===== src/hdl/utf8s_pkg.sv =====
// Shared types and constants of the UTF-8 sanitizer.
package utf8s_pkg;

	localparam logic [7:0] REPL_B0 = 8'hEF;
	localparam logic [7:0] REPL_B1 = 8'hBF;
	localparam logic [7:0] REPL_B2 = 8'hBD;

	localparam logic [20:0] CP_MAX  = 21'h10FFFF;
	localparam logic [20:0] SURR_LO = 21'h00D800;
	localparam logic [20:0] SURR_HI = 21'h00DFFF;
	localparam logic [20:0] MIN_2B  = 21'h000080;
	localparam logic [20:0] MIN_3B  = 21'h000800;
	localparam logic [20:0] MIN_4B  = 21'h010000;

	localparam logic [2:0] SEQ_NONE = 3'd0;
	localparam logic [2:0] SEQ_2B   = 3'd2;
	localparam logic [2:0] SEQ_3B   = 3'd3;
	localparam logic [2:0] SEQ_4B   = 3'd4;

	localparam logic [1:0] PH_LAST = 2'd2;

	localparam int CQ_DEPTH = 2;
	localparam int CQ_PW    = (CQ_DEPTH > 1) ? $clog2(CQ_DEPTH) : 1;
	localparam int CQ_CW    = $clog2(CQ_DEPTH + 1);

	// One command: rep replacement characters, then pass bytes taken from bytes.
	typedef struct packed {
		logic [2:0]      rep;
		logic [2:0]      pass;
		logic [3:0][7:0] bytes;
		logic            last;
	} cmd_t;

endpackage


===== src/hdl/utf8s_front.sv =====
// Front end: decodes each input byte against the open sequence and issues commands.
module utf8s_front (
	input  logic             clk,
	input  logic             arst_n,
	input  logic             accept,
	input  logic [7:0]       in_byte,
	input  logic             last_byte,
	output logic             cmd_push,
	output utf8s_pkg::cmd_t  cmd
);
	import utf8s_pkg::*;

	logic        nul_q, nul_d;
	logic [2:0]  seq_q, seq_d;
	logic [1:0]  held_q, held_d;
	logic [20:0] part_q, part_d;
	logic [7:0]  hb_q [3];
	logic        hb_we;
	logic [1:0]  hb_idx;
	logic [20:0] cp;
	logic [20:0] cp_min;
	logic        ok;
	logic        do_lead;

	always_comb begin
		cmd     = '0;
		nul_d   = nul_q;
		seq_d   = seq_q;
		held_d  = held_q;
		part_d  = part_q;
		hb_we   = 1'b0;
		hb_idx  = held_q;
		do_lead = 1'b0;
		cp      = {part_q[14:0], in_byte[5:0]};
		case (seq_q)
			SEQ_2B:  cp_min = MIN_2B;
			SEQ_3B:  cp_min = MIN_3B;
			default: cp_min = MIN_4B;
		endcase
		ok = (cp >= cp_min) && (cp <= CP_MAX) && !((cp >= SURR_LO) && (cp <= SURR_HI));
		if (!nul_q) begin
			if (seq_q != SEQ_NONE) begin
				if (in_byte[7:6] == 2'b10) begin
					if (({1'b0, held_q} + 3'd1) >= seq_q) begin
						if (ok) begin
							cmd.pass     = {1'b0, held_q} + 3'd1;
							cmd.bytes[0] = hb_q[0];
							cmd.bytes[1] = hb_q[1];
							cmd.bytes[2] = hb_q[2];
							cmd.bytes[held_q] = in_byte;
						end else begin
							cmd.rep = seq_q;
						end
						seq_d  = SEQ_NONE;
						held_d = 2'd0;
						part_d = '0;
					end else begin
						hb_we  = 1'b1;
						held_d = held_q + 2'd1;
						part_d = cp;
					end
				end else begin
					cmd.rep = {1'b0, held_q};
					seq_d   = SEQ_NONE;
					held_d  = 2'd0;
					part_d  = '0;
					do_lead = 1'b1;
				end
			end else begin
				do_lead = 1'b1;
			end
			if (do_lead) begin
				if (in_byte == 8'h00) begin
					nul_d = 1'b1;
				end else if (in_byte inside {[8'h01:8'h7F]}) begin
					cmd.pass     = 3'd1;
					cmd.bytes[0] = in_byte;
				end else if (in_byte inside {[8'hC0:8'hDF]}) begin
					seq_d  = SEQ_2B;
					part_d = {16'd0, in_byte[4:0]};
				end else if (in_byte inside {[8'hE0:8'hEF]}) begin
					seq_d  = SEQ_3B;
					part_d = {17'd0, in_byte[3:0]};
				end else if (in_byte inside {[8'hF0:8'hF7]}) begin
					seq_d  = SEQ_4B;
					part_d = {18'd0, in_byte[2:0]};
				end else begin
					cmd.rep = cmd.rep + 3'd1;
				end
				if (seq_d != SEQ_NONE) begin
					hb_we  = 1'b1;
					hb_idx = 2'd0;
					held_d = 2'd1;
				end
			end
			if (last_byte && (seq_d != SEQ_NONE)) begin
				cmd.rep = cmd.rep + {1'b0, held_d};
			end
		end
		cmd.last = last_byte;
		if (last_byte) begin
			nul_d  = 1'b0;
			seq_d  = SEQ_NONE;
			held_d = 2'd0;
			part_d = '0;
		end
		cmd_push = accept && ((cmd.rep != 3'd0) || (cmd.pass != 3'd0) || last_byte);
	end

	always_ff @(posedge clk or negedge arst_n) begin
		if (!arst_n) begin
			nul_q  <= 1'b0;
			seq_q  <= SEQ_NONE;
			held_q <= 2'd0;
			part_q <= '0;
		end else if (accept) begin
			nul_q  <= nul_d;
			seq_q  <= seq_d;
			held_q <= held_d;
			part_q <= part_d;
		end
	end

	always_ff @(posedge clk) begin
		if (accept && hb_we) begin
			hb_q[hb_idx] <= in_byte;
		end
	end

endmodule


===== src/hdl/utf8s_cmdq.sv =====
// Short command queue between the front end and the back end.
module utf8s_cmdq (
	input  logic             clk,
	input  logic             arst_n,
	input  logic             wr_en,
	input  utf8s_pkg::cmd_t  wr_cmd,
	output logic             full,
	input  logic             rd_en,
	output logic             avail,
	output utf8s_pkg::cmd_t  rd_cmd
);
	import utf8s_pkg::*;

	cmd_t             mem_q [CQ_DEPTH];
	logic [CQ_PW-1:0] wp_q, rp_q;
	logic [CQ_CW-1:0] cnt_q;
	logic             do_wr, do_rd;

	function automatic logic [CQ_PW-1:0] ptr_next(input logic [CQ_PW-1:0] p);
		if (p == CQ_PW'(CQ_DEPTH - 1)) begin
			return '0;
		end
		return p + CQ_PW'(1);
	endfunction

	assign full   = (cnt_q == CQ_CW'(CQ_DEPTH));
	assign avail  = (cnt_q != '0);
	assign rd_cmd = mem_q[rp_q];
	assign do_wr  = wr_en && !full;
	assign do_rd  = rd_en && avail;

	always_ff @(posedge clk or negedge arst_n) begin
		if (!arst_n) begin
			wp_q  <= '0;
			rp_q  <= '0;
			cnt_q <= '0;
		end else begin
			if (do_wr) begin
				wp_q <= ptr_next(wp_q);
			end
			if (do_rd) begin
				rp_q <= ptr_next(rp_q);
			end
			if (do_wr && !do_rd) begin
				cnt_q <= cnt_q + CQ_CW'(1);
			end else if (do_rd && !do_wr) begin
				cnt_q <= cnt_q - CQ_CW'(1);
			end
		end
	end

	always_ff @(posedge clk) begin
		if (do_wr) begin
			mem_q[wp_q] <= wr_cmd;
		end
	end

endmodule


===== src/hdl/utf8s_back.sv =====
// Back end: expands commands into output bytes and holds the output register.
module utf8s_back (
	input  logic             clk,
	input  logic             arst_n,
	input  logic             q_avail,
	input  utf8s_pkg::cmd_t  q_cmd,
	output logic             q_pop,
	output logic             empty,
	input  logic             pop,
	output logic [7:0]       out_byte,
	output logic             byte_valid,
	output logic             run_last,
	output logic             string_end
);
	import utf8s_pkg::*;

	logic            busy_q;
	logic [2:0]      rep_q;
	logic [1:0]      ph_q;
	logic [2:0]      pass_q;
	logic [2:0]      pidx_q;
	logic [3:0][7:0] bytes_q;
	logic            last_q;

	logic            ovalid_q;
	logic [7:0]      obyte_q;
	logic            obv_q, orl_q, ose_q;

	logic            slot_free, emit, take, fin, bv;
	logic [7:0]      ob;

	always_comb begin
		ob  = 8'h00;
		bv  = 1'b1;
		fin = 1'b0;
		if (rep_q != 3'd0) begin
			case (ph_q)
				2'd0:    ob = REPL_B0;
				2'd1:    ob = REPL_B1;
				default: ob = REPL_B2;
			endcase
			fin = (rep_q == 3'd1) && (ph_q == PH_LAST) && (pass_q == 3'd0);
		end else if (pass_q != 3'd0) begin
			ob  = bytes_q[pidx_q[1:0]];
			fin = ((pidx_q + 3'd1) == pass_q);
		end else begin
			bv  = 1'b0;
			fin = 1'b1;
		end
	end

	assign slot_free = !ovalid_q || pop;
	assign emit      = busy_q && slot_free;
	assign take      = (!busy_q || (emit && fin)) && q_avail;
	assign q_pop     = take;

	always_ff @(posedge clk or negedge arst_n) begin
		if (!arst_n) begin
			busy_q   <= 1'b0;
			rep_q    <= 3'd0;
			ph_q     <= 2'd0;
			pass_q   <= 3'd0;
			pidx_q   <= 3'd0;
			ovalid_q <= 1'b0;
		end else begin
			if (take) begin
				busy_q <= 1'b1;
				rep_q  <= q_cmd.rep;
				ph_q   <= 2'd0;
				pass_q <= q_cmd.pass;
				pidx_q <= 3'd0;
			end else if (emit) begin
				if (fin) begin
					busy_q <= 1'b0;
				end
				if (rep_q != 3'd0) begin
					if (ph_q == PH_LAST) begin
						ph_q  <= 2'd0;
						rep_q <= rep_q - 3'd1;
					end else begin
						ph_q <= ph_q + 2'd1;
					end
				end else if (pass_q != 3'd0) begin
					pidx_q <= pidx_q + 3'd1;
				end
			end
			if (emit) begin
				ovalid_q <= 1'b1;
			end else if (pop) begin
				ovalid_q <= 1'b0;
			end
		end
	end

	always_ff @(posedge clk) begin
		if (take) begin
			bytes_q <= q_cmd.bytes;
			last_q  <= q_cmd.last;
		end
		if (emit) begin
			obyte_q <= ob;
			obv_q   <= bv;
			orl_q   <= fin;
			ose_q   <= fin && last_q;
		end
	end

	assign empty      = !ovalid_q;
	assign out_byte   = obyte_q;
	assign byte_valid = obv_q;
	assign run_last   = orl_q;
	assign string_end = ose_q;

endmodule


===== src/hdl/utf8_sanitizer.sv =====
// Top level of the streaming UTF-8 sanitizer.
//
// Input channel: a raw byte with last_byte is a transaction when push is high
// and full is low. Output channel: while empty is low the oldest result byte is
// on out_byte, byte_valid, run_last and string_end, and pop takes it.
// ASCII passes through, a complete well-formed sequence is released in one go,
// and every byte of a bad, overlong, surrogate, out-of-range or cut-off sequence
// is replaced by EF BF BD. A NUL mutes the rest of the string. The last byte
// closes the string; when it gives no data a single empty result marks the end.
// The front end takes one byte per cycle while full is low and writes commands
// into a two-entry queue; the back end drains a command at one result byte per
// cycle while its output register is free; an item gives up to 12 results and
// an item without results puts nothing into the queue. With the back end idle, a
// result passes the queue and the command registers into the output register.
// When the receiver stalls the result holds, the queue fills and full rises.
// Reset empties the queue and the output register and closes any open string.
module utf8_sanitizer (
	input  logic       clk,
	input  logic       arst_n,
	input  logic       push,
	output logic       full,
	input  logic [7:0] in_byte,
	input  logic       last_byte,
	output logic       empty,
	input  logic       pop,
	output logic [7:0] out_byte,
	output logic       byte_valid,
	output logic       run_last,
	output logic       string_end
);
	import utf8s_pkg::*;

	cmd_t cmd_in, cmd_out;
	logic cmd_push, q_full, q_avail, q_pop;

	assign full = q_full;

	utf8s_front u_front (
		.clk       (clk),
		.arst_n    (arst_n),
		.accept    (push && !q_full),
		.in_byte   (in_byte),
		.last_byte (last_byte),
		.cmd_push  (cmd_push),
		.cmd       (cmd_in)
	);

	utf8s_cmdq u_cmdq (
		.clk    (clk),
		.arst_n (arst_n),
		.wr_en  (cmd_push),
		.wr_cmd (cmd_in),
		.full   (q_full),
		.rd_en  (q_pop),
		.avail  (q_avail),
		.rd_cmd (cmd_out)
	);

	utf8s_back u_back (
		.clk        (clk),
		.arst_n     (arst_n),
		.q_avail    (q_avail),
		.q_cmd      (cmd_out),
		.q_pop      (q_pop),
		.empty      (empty),
		.pop        (pop),
		.out_byte   (out_byte),
		.byte_valid (byte_valid),
		.run_last   (run_last),
		.string_end (string_end)
	);

endmodule


===== config.mk =====
export PLATFORM = sky130hd
export DESIGN_NAME = utf8_sanitizer
export DESIGN_NICKNAME = d
export VERILOG_FILES = /design/src/hdl/utf8s_pkg.sv /design/src/hdl/utf8s_front.sv /design/src/hdl/utf8s_cmdq.sv /design/src/hdl/utf8s_back.sv /design/src/hdl/utf8_sanitizer.sv
export SDC_FILE = /design/constraint.sdc
export NUM_CORES = 1
export LEC_CHECK = 0
export BUFFER_PORTS_ARGS = -buffer_cell sky130_fd_sc_hd__buf_2
export CELL_PAD_IN_SITES_DETAIL_PLACEMENT = 1
export CELL_PAD_IN_SITES_GLOBAL_PLACEMENT = 1
export CORE_UTILIZATION = 49
export CTS_BUF_LIST = sky130_fd_sc_hd__clkbuf_4
export DETAILED_ROUTE_END_ITERATION = 10
export GPL_TIMING_DRIVEN = 0
export PLACE_DENSITY_LB_ADDON = 0.1
export SYNTH_ARGS = -nofsm -noshare
export SYNTH_HDL_FRONTEND = slang
export SYNTH_HIERARCHICAL = 1
export SYNTH_SLANG_ARGS = --single-unit

===== constraint.sdc =====
create_clock -name clk -period 6.1 [get_ports clk]
set_input_delay 1.83 -clock clk [delete_from_list [all_inputs] [get_ports clk]]
set_output_delay 1.83 -clock clk [all_outputs]
set_load 0.05 [all_outputs]

=== Word level (Yosys, flattened, before mapping) ===
Memories as Yosys holds them, arrays and structs flattened.
Index checks and enable logic that the tools add are counted.

* RAM bits: 102
* Register bits: 88
* Logic and storage cells: 228
* Memories: 2

{| class="wikitable"
|+ Memories
! memory !! depth !! width !! read ports !! clocked after memory_dff !! wr ports !! line !! RTL
|-
| u_cmdq.mem_q || 2 || 39 || 1 || 0 || 1 || utf8s_cmdq.sv:14 || <nowiki>cmd_t mem_q [CQ_DEPTH];</nowiki>
|-
| u_front.hb_q || 3 || 8 || 3 || 0 || 1 || utf8s_front.sv:17 || <nowiki>logic [7:0] hb_q [3];</nowiki>
|}

* Equal/unequal tests: 10
* Add/subtract/negate cells: 11
* Order comparisons: 16
* Reduce and logical (&&, ||, !) cells: 55
* Mux-type cells: 112

{| class="wikitable"
|+ Operator list
! operator !! number
|-
| $mux 21 || 11
|-
| $mux 38 || 4
|-
| $mux 3 || 30
|-
| $mux 35 || 2
|-
| $mux 8 || 7
|-
| $mux 2 || 17
|-
| $pmux 17 s2 || 1
|-
| $mux 1 || 33
|-
| $bwmux 32 || 1
|-
| $ge 8x8->1 const B || 3
|-
| $le 8x8->1 const B || 3
|-
| $logic_and 1x1->1 || 22
|-
| $ge 21x16->1 const B || 1
|-
| $ge 21x17->1 || 1
|-
| $le 21x16->1 const B || 1
|-
| $le 21x21->1 const B || 1
|-
| $reduce_bool 3->1 || 7
|-
| $mux 6 || 3
|-
| $bmux 8 s2 || 1
|-
| $demux 8 s2 || 1
|-
| $reduce_bool 2->1 || 8
|-
| $pmux 7 s2 || 1
|-
| $ge 8x1->1 const B || 1
|-
| $le 8x7->1 const B || 1
|-
| 23 further kinds || 43
|}

=== Depth between registers and ports, before layout ===
* Depth after elaboration: 30
* Mapped depth: 23
* Depth with buffers taken out: 23

=== Hierarchy ===
The synthesis kept the hierarchy.

{| class="wikitable"
|+ Modules (own cells, without submodules)
! module !! area an instance (um^2) !! seq. area each (um^2) !! times used !! cells an instance
|-
| utf8s_cmdq || 3026.7 || 2442.3 || 1 || 140
|-
| utf8s_front || 2705.1 || 1246.2 || 1 || 263
|-
| utf8s_back || 2404.8 || 1646.6 || 1 || 144
|-
| utf8_sanitizer || 13.8 || 0.0 || 1 || 1
|}

=== Worst setup path after synthesis ===
Ideal clock, no wire load.

* Path kind: in2reg
* From: in in_byte[0]
* To: mem u_cmdq/mem_q[0][0] in the netlist's numbering (enable)
* Cell stages on the path: 14
* Path slack: -995 ps
* Arrival time: 6660 ps
* Path through: or4_1 > or4_1 > a31o_2 > nand3_1 > a21oi_1 > ha_1 > nor2_1 > a21oi_1 > fa_1 > o32ai_1 > a311oi_1 > o41a_1 > nand2_1 > nor2_1

{| class="wikitable"
|+ RTL lines
! what !! line !! RTL
|-
| from (decl) || utf8_sanitizer.sv:22 || <nowiki>input logic [7:0] in_byte,</nowiki>
|-
| to (decl) || utf8s_cmdq.sv:14 ||
|}

==> results_dict.tcl <==
set metrics [dict create \
    placedCellCount 789 \
    die_w_um 131 \
    yosysSeqAreaShare_pct 65.5 \
    start_kind "input port" \
    synthDistinctLibCells 73 \
    grt_max_degree 43 \
    utilization_pct 55.5 \
    pre_cts_ws_ns -0.950 \
    drv_slew 0 \
    synth_edf_count 146 \
    run_status "completed" \
    port_buffers 25 \
    fin_crit_ns 5.93 \
    die_y_um 131 \
    synthTopCellsByCount "146 x edfxtp_1, 39 x mux2_2, 38 x dfrtp_1" \
    stdcell_count 825 \
    hold_viol 0 \
    drc 0 \
    rsz0062_at_grt "false" \
    first_pass_iters 4 \
    totalWireLength_um 17900 \
    critPathArrivalTime_ns 6.12 \
    worst_slack_ns 0.170 \
    synthArstFlopShare_pct 20.7 \
    cts_buffers 17 \
    netlist_area_sq_mm 0.00815 \
    fin_crit_sh_pct 97.2 \
    ant_nets 0 \
    synth_ff_type "edfxtp_1" \
    path_clk_slew_ns 0.14 \
    setup_violations 0 \
    io-pin-count 26 \
    worstPathRequired_ns 6.29 \
    area_growth_pct 9.41 \
    die-area_sq_mm 0.0172 \
    worst_slew_pin_slew_ns 0.938 \
    hold_ws_ns 0.545 \
    max_freq_mhz 169 \
    top_layer_used "met4" \
    design.core.area_sq_mm 0.0161 \
    ir_drop_mv 0.144 \
    synthDominantCellAreaShare_pct 53.8 \
    cp_common_cell "or4_1" \
    clock-skew-final_ns 0.0174 \
    power.leakage_nw 3.26 \
    relSlewSlack_pct 37.5 \
    layout-drive-gt1-share_pct 24.3 \
    met2WireLength_um 8990 \
    holdBufCountCts 0 \
    p_per_area_mw_per_mm2 392 \
    htree_levels 4 \
    worstPathCellList "buf_2 > or4_1 > or4_1 > a31o_2 > nand3_1 > nand2_1 > ha_1 > nor2_1 > a21oi_2 > fa_1 > o32ai_2 > a311oi_2 > o41a_1 > nand2_4 > nor2_4" \
    hold_path_class "flip-flop to flip-flop" \
    drt-met1-wl_um 8280 \
    synthesis.nets 579 \
    drt_iter0_drc 269 \
    syn_area_per_cell_sq_um 14.9 \
    max-cap-violations 0 \
    clkLatencyLatePin_ns 0.56 \
    met3WireLength_um 531 \
    end_kind "flip-flop" \
    synthCells 548 \
    vias_per_cell 5.74 \
    crit_fanout 20 \
    grt_antenna_before_repair 1 \
    clock_path_buffers 2 \
    grt_pass1_wl_um 28100 \
    path_class "input port to flip-flop" \
    ys_seq_elements 184 \
    clock-sinks 184 \
    core.rowCount 46 \
    nets 626 \
    yosysTopAreaCell "edfxtp_1" \
    ys_top_cells_by_area "edfxtp_1 54%, dfrtp_1 12%, mux2_2 5.4%, ha_1 2.6%, mux2i_1 2.3%" \
    routedWlPerCell_um 21.7 \
    grt_pass1_vias 4916 \
    crit_slowest_cell "fa_1" \
    crit_path_max_incr_delay_ns 0.56 \
    gr-total-overflow 0 \
    initial_core_util_pct 50.8 \
    synth.most_common_cell "edfxtp_1" \
    dr_total_vias 4733 \
    p_total_mw 3.49 \
    fill_cells 1568 \
    gp_congestion 0.902 \
    clockRootBuffer "clkbuf_4" \
    hpwl_um 12400 \
    yosysWarnings 6 \
    groute.usage.overall_pct 22.9 \
    tritoncts "yes" \
]
## state kept, by name (all words and copies together), names as in the netlist, 2 cells and up
signal,cells
u_back/rep_q,3
u_cmdq/cnt_q,2
u_back/pass_q,3
u_back/pidx_q,3
u_front/hb_q,24
u_back/bytes_q,32
u_back/out_byte,8
u_front/part_q,15
u_front/held_q,2
u_front/seq_q,3
u_back/ph_q,2
u_cmdq/mem_q,78
## per-stage QoR
step,TNS [ns],area (sq um)
4_1_cts,0,8880
6_report,0,8920
3_5_place_dp,-64.18,8560
3_3_place_gp,-52.35,8550
5_1_grt,0,8920
2_1_floorplan,0,8160
## cell families after synthesis
kind of cell             share of synthesized area, %
XOR/XNOR                                         1.24
AND/OR/NAND/NOR                                  9.09
AO/OA/AOI/OAI                                    7.25
adder cells (fa/ha/maj)                          2.86
buffers and inverters                            3.16
flip-flops                                       65.5
multiplexers                                     10.9
other                                          0.0460
## routing by layer
| layer | up-vias | track usage [%] |
|---|---|---|
| met5 | - | 0 |
| met4 | 0 | 4.94 |
| met3 | 9 | 4.76 |
| met2 | 78 | 37.4 |
| met1 | 2461 | 31.6 |
| li1 | 2185 | - |
## worst max-delay path: cells and delay by family
| family | cells | cell delay, ns |
|---|---|---|
| adder cells (fa/ha/maj) | 2 | 0.89 |
| AND/OR/NAND/NOR | 7 | 2.16 |
| buffers and inverters | 1 | 0.17 |
| AO/OA/AOI/OAI | 5 | 1.05 |
## power breakdown
part           internal, mW  switching (mW)  total [mW]
Clock                 0.202           0.414       0.617
Combinational         0.463           0.656        1.12
Sequential             1.65           0.112        1.76
Total                  2.31            1.18        3.49
## final timing paths
kind | from | to | slack [ns] | cells past startpoint
setup / recovery | in_byte[0] | u_cmdq/mem_q[0][18]$_DFFE_PP_ | 0.17 | 15
hold / removal | u_front/part_q[4]$_DFFE_PN0P_ | u_front/part_q[4]$_DFFE_PN0P_ | 0.54 | 2
setup reg to reg | u_front/held_q[0]$_DFFE_PN0P_ | u_cmdq/mem_q[0][18]$_DFFE_PP_ | 0.57 | 18
hold reg to reg | u_front/part_q[4]$_DFFE_PN0P_ | u_front/part_q[4]$_DFFE_PN0P_ | 0.54 | 2
max in group asynchronous | arst_n | u_front/part_q[14]$_DFFE_PN0P_ | 4.12 | 1
min in group asynchronous | arst_n | u_back/pidx_q[1]$_DFFE_PN0P_ | 1.39 | 1
## area by class of cell
| cell class | instances | area, sq um | share of cell area (%) |
|---|---|---|---|
| diodes | 1 | 2.50 | 0.0281 |
| plain buffers | 26 | 170 | 1.91 |
| clock buffers | 17 | 128 | 1.43 |
| clock inverters | 15 | 128 | 1.43 |
| inverters | 22 | 87.6 | 0.982 |
| multi-input cells | 317 | 2630 | 29.5 |
| flip-flops and latches | 184 | 5340 | 59.8 |
| well taps | 216 | 270 | 3.03 |
| repair buffers | 27 | 165 | 1.85 |
## cell usage in the layout (no fill, tap or decap), types with 9 or more instances in the layout
master	count
dfrtp_1	38
a22o_1	15
ha_1	17
nor3_1	11
buf_2	26
clkbuf_4	17
mux2i_1	19
nand2_1	26
edfxtp_1	146
clkbuf_1	13
a21oi_1	13
mux2_2	39
nor2_1	34
inv_1	21
a22oi_1	9
## repair_timing
item	in CTS	in global routing
cloned	1	0
buffers inserted	2	0
hold endpoints to repair	0	0
endpoints found under the setup margin	78	22
pin swaps	2	3
gates resized for setup	3	5
Power figures use the tool's default switching activity.
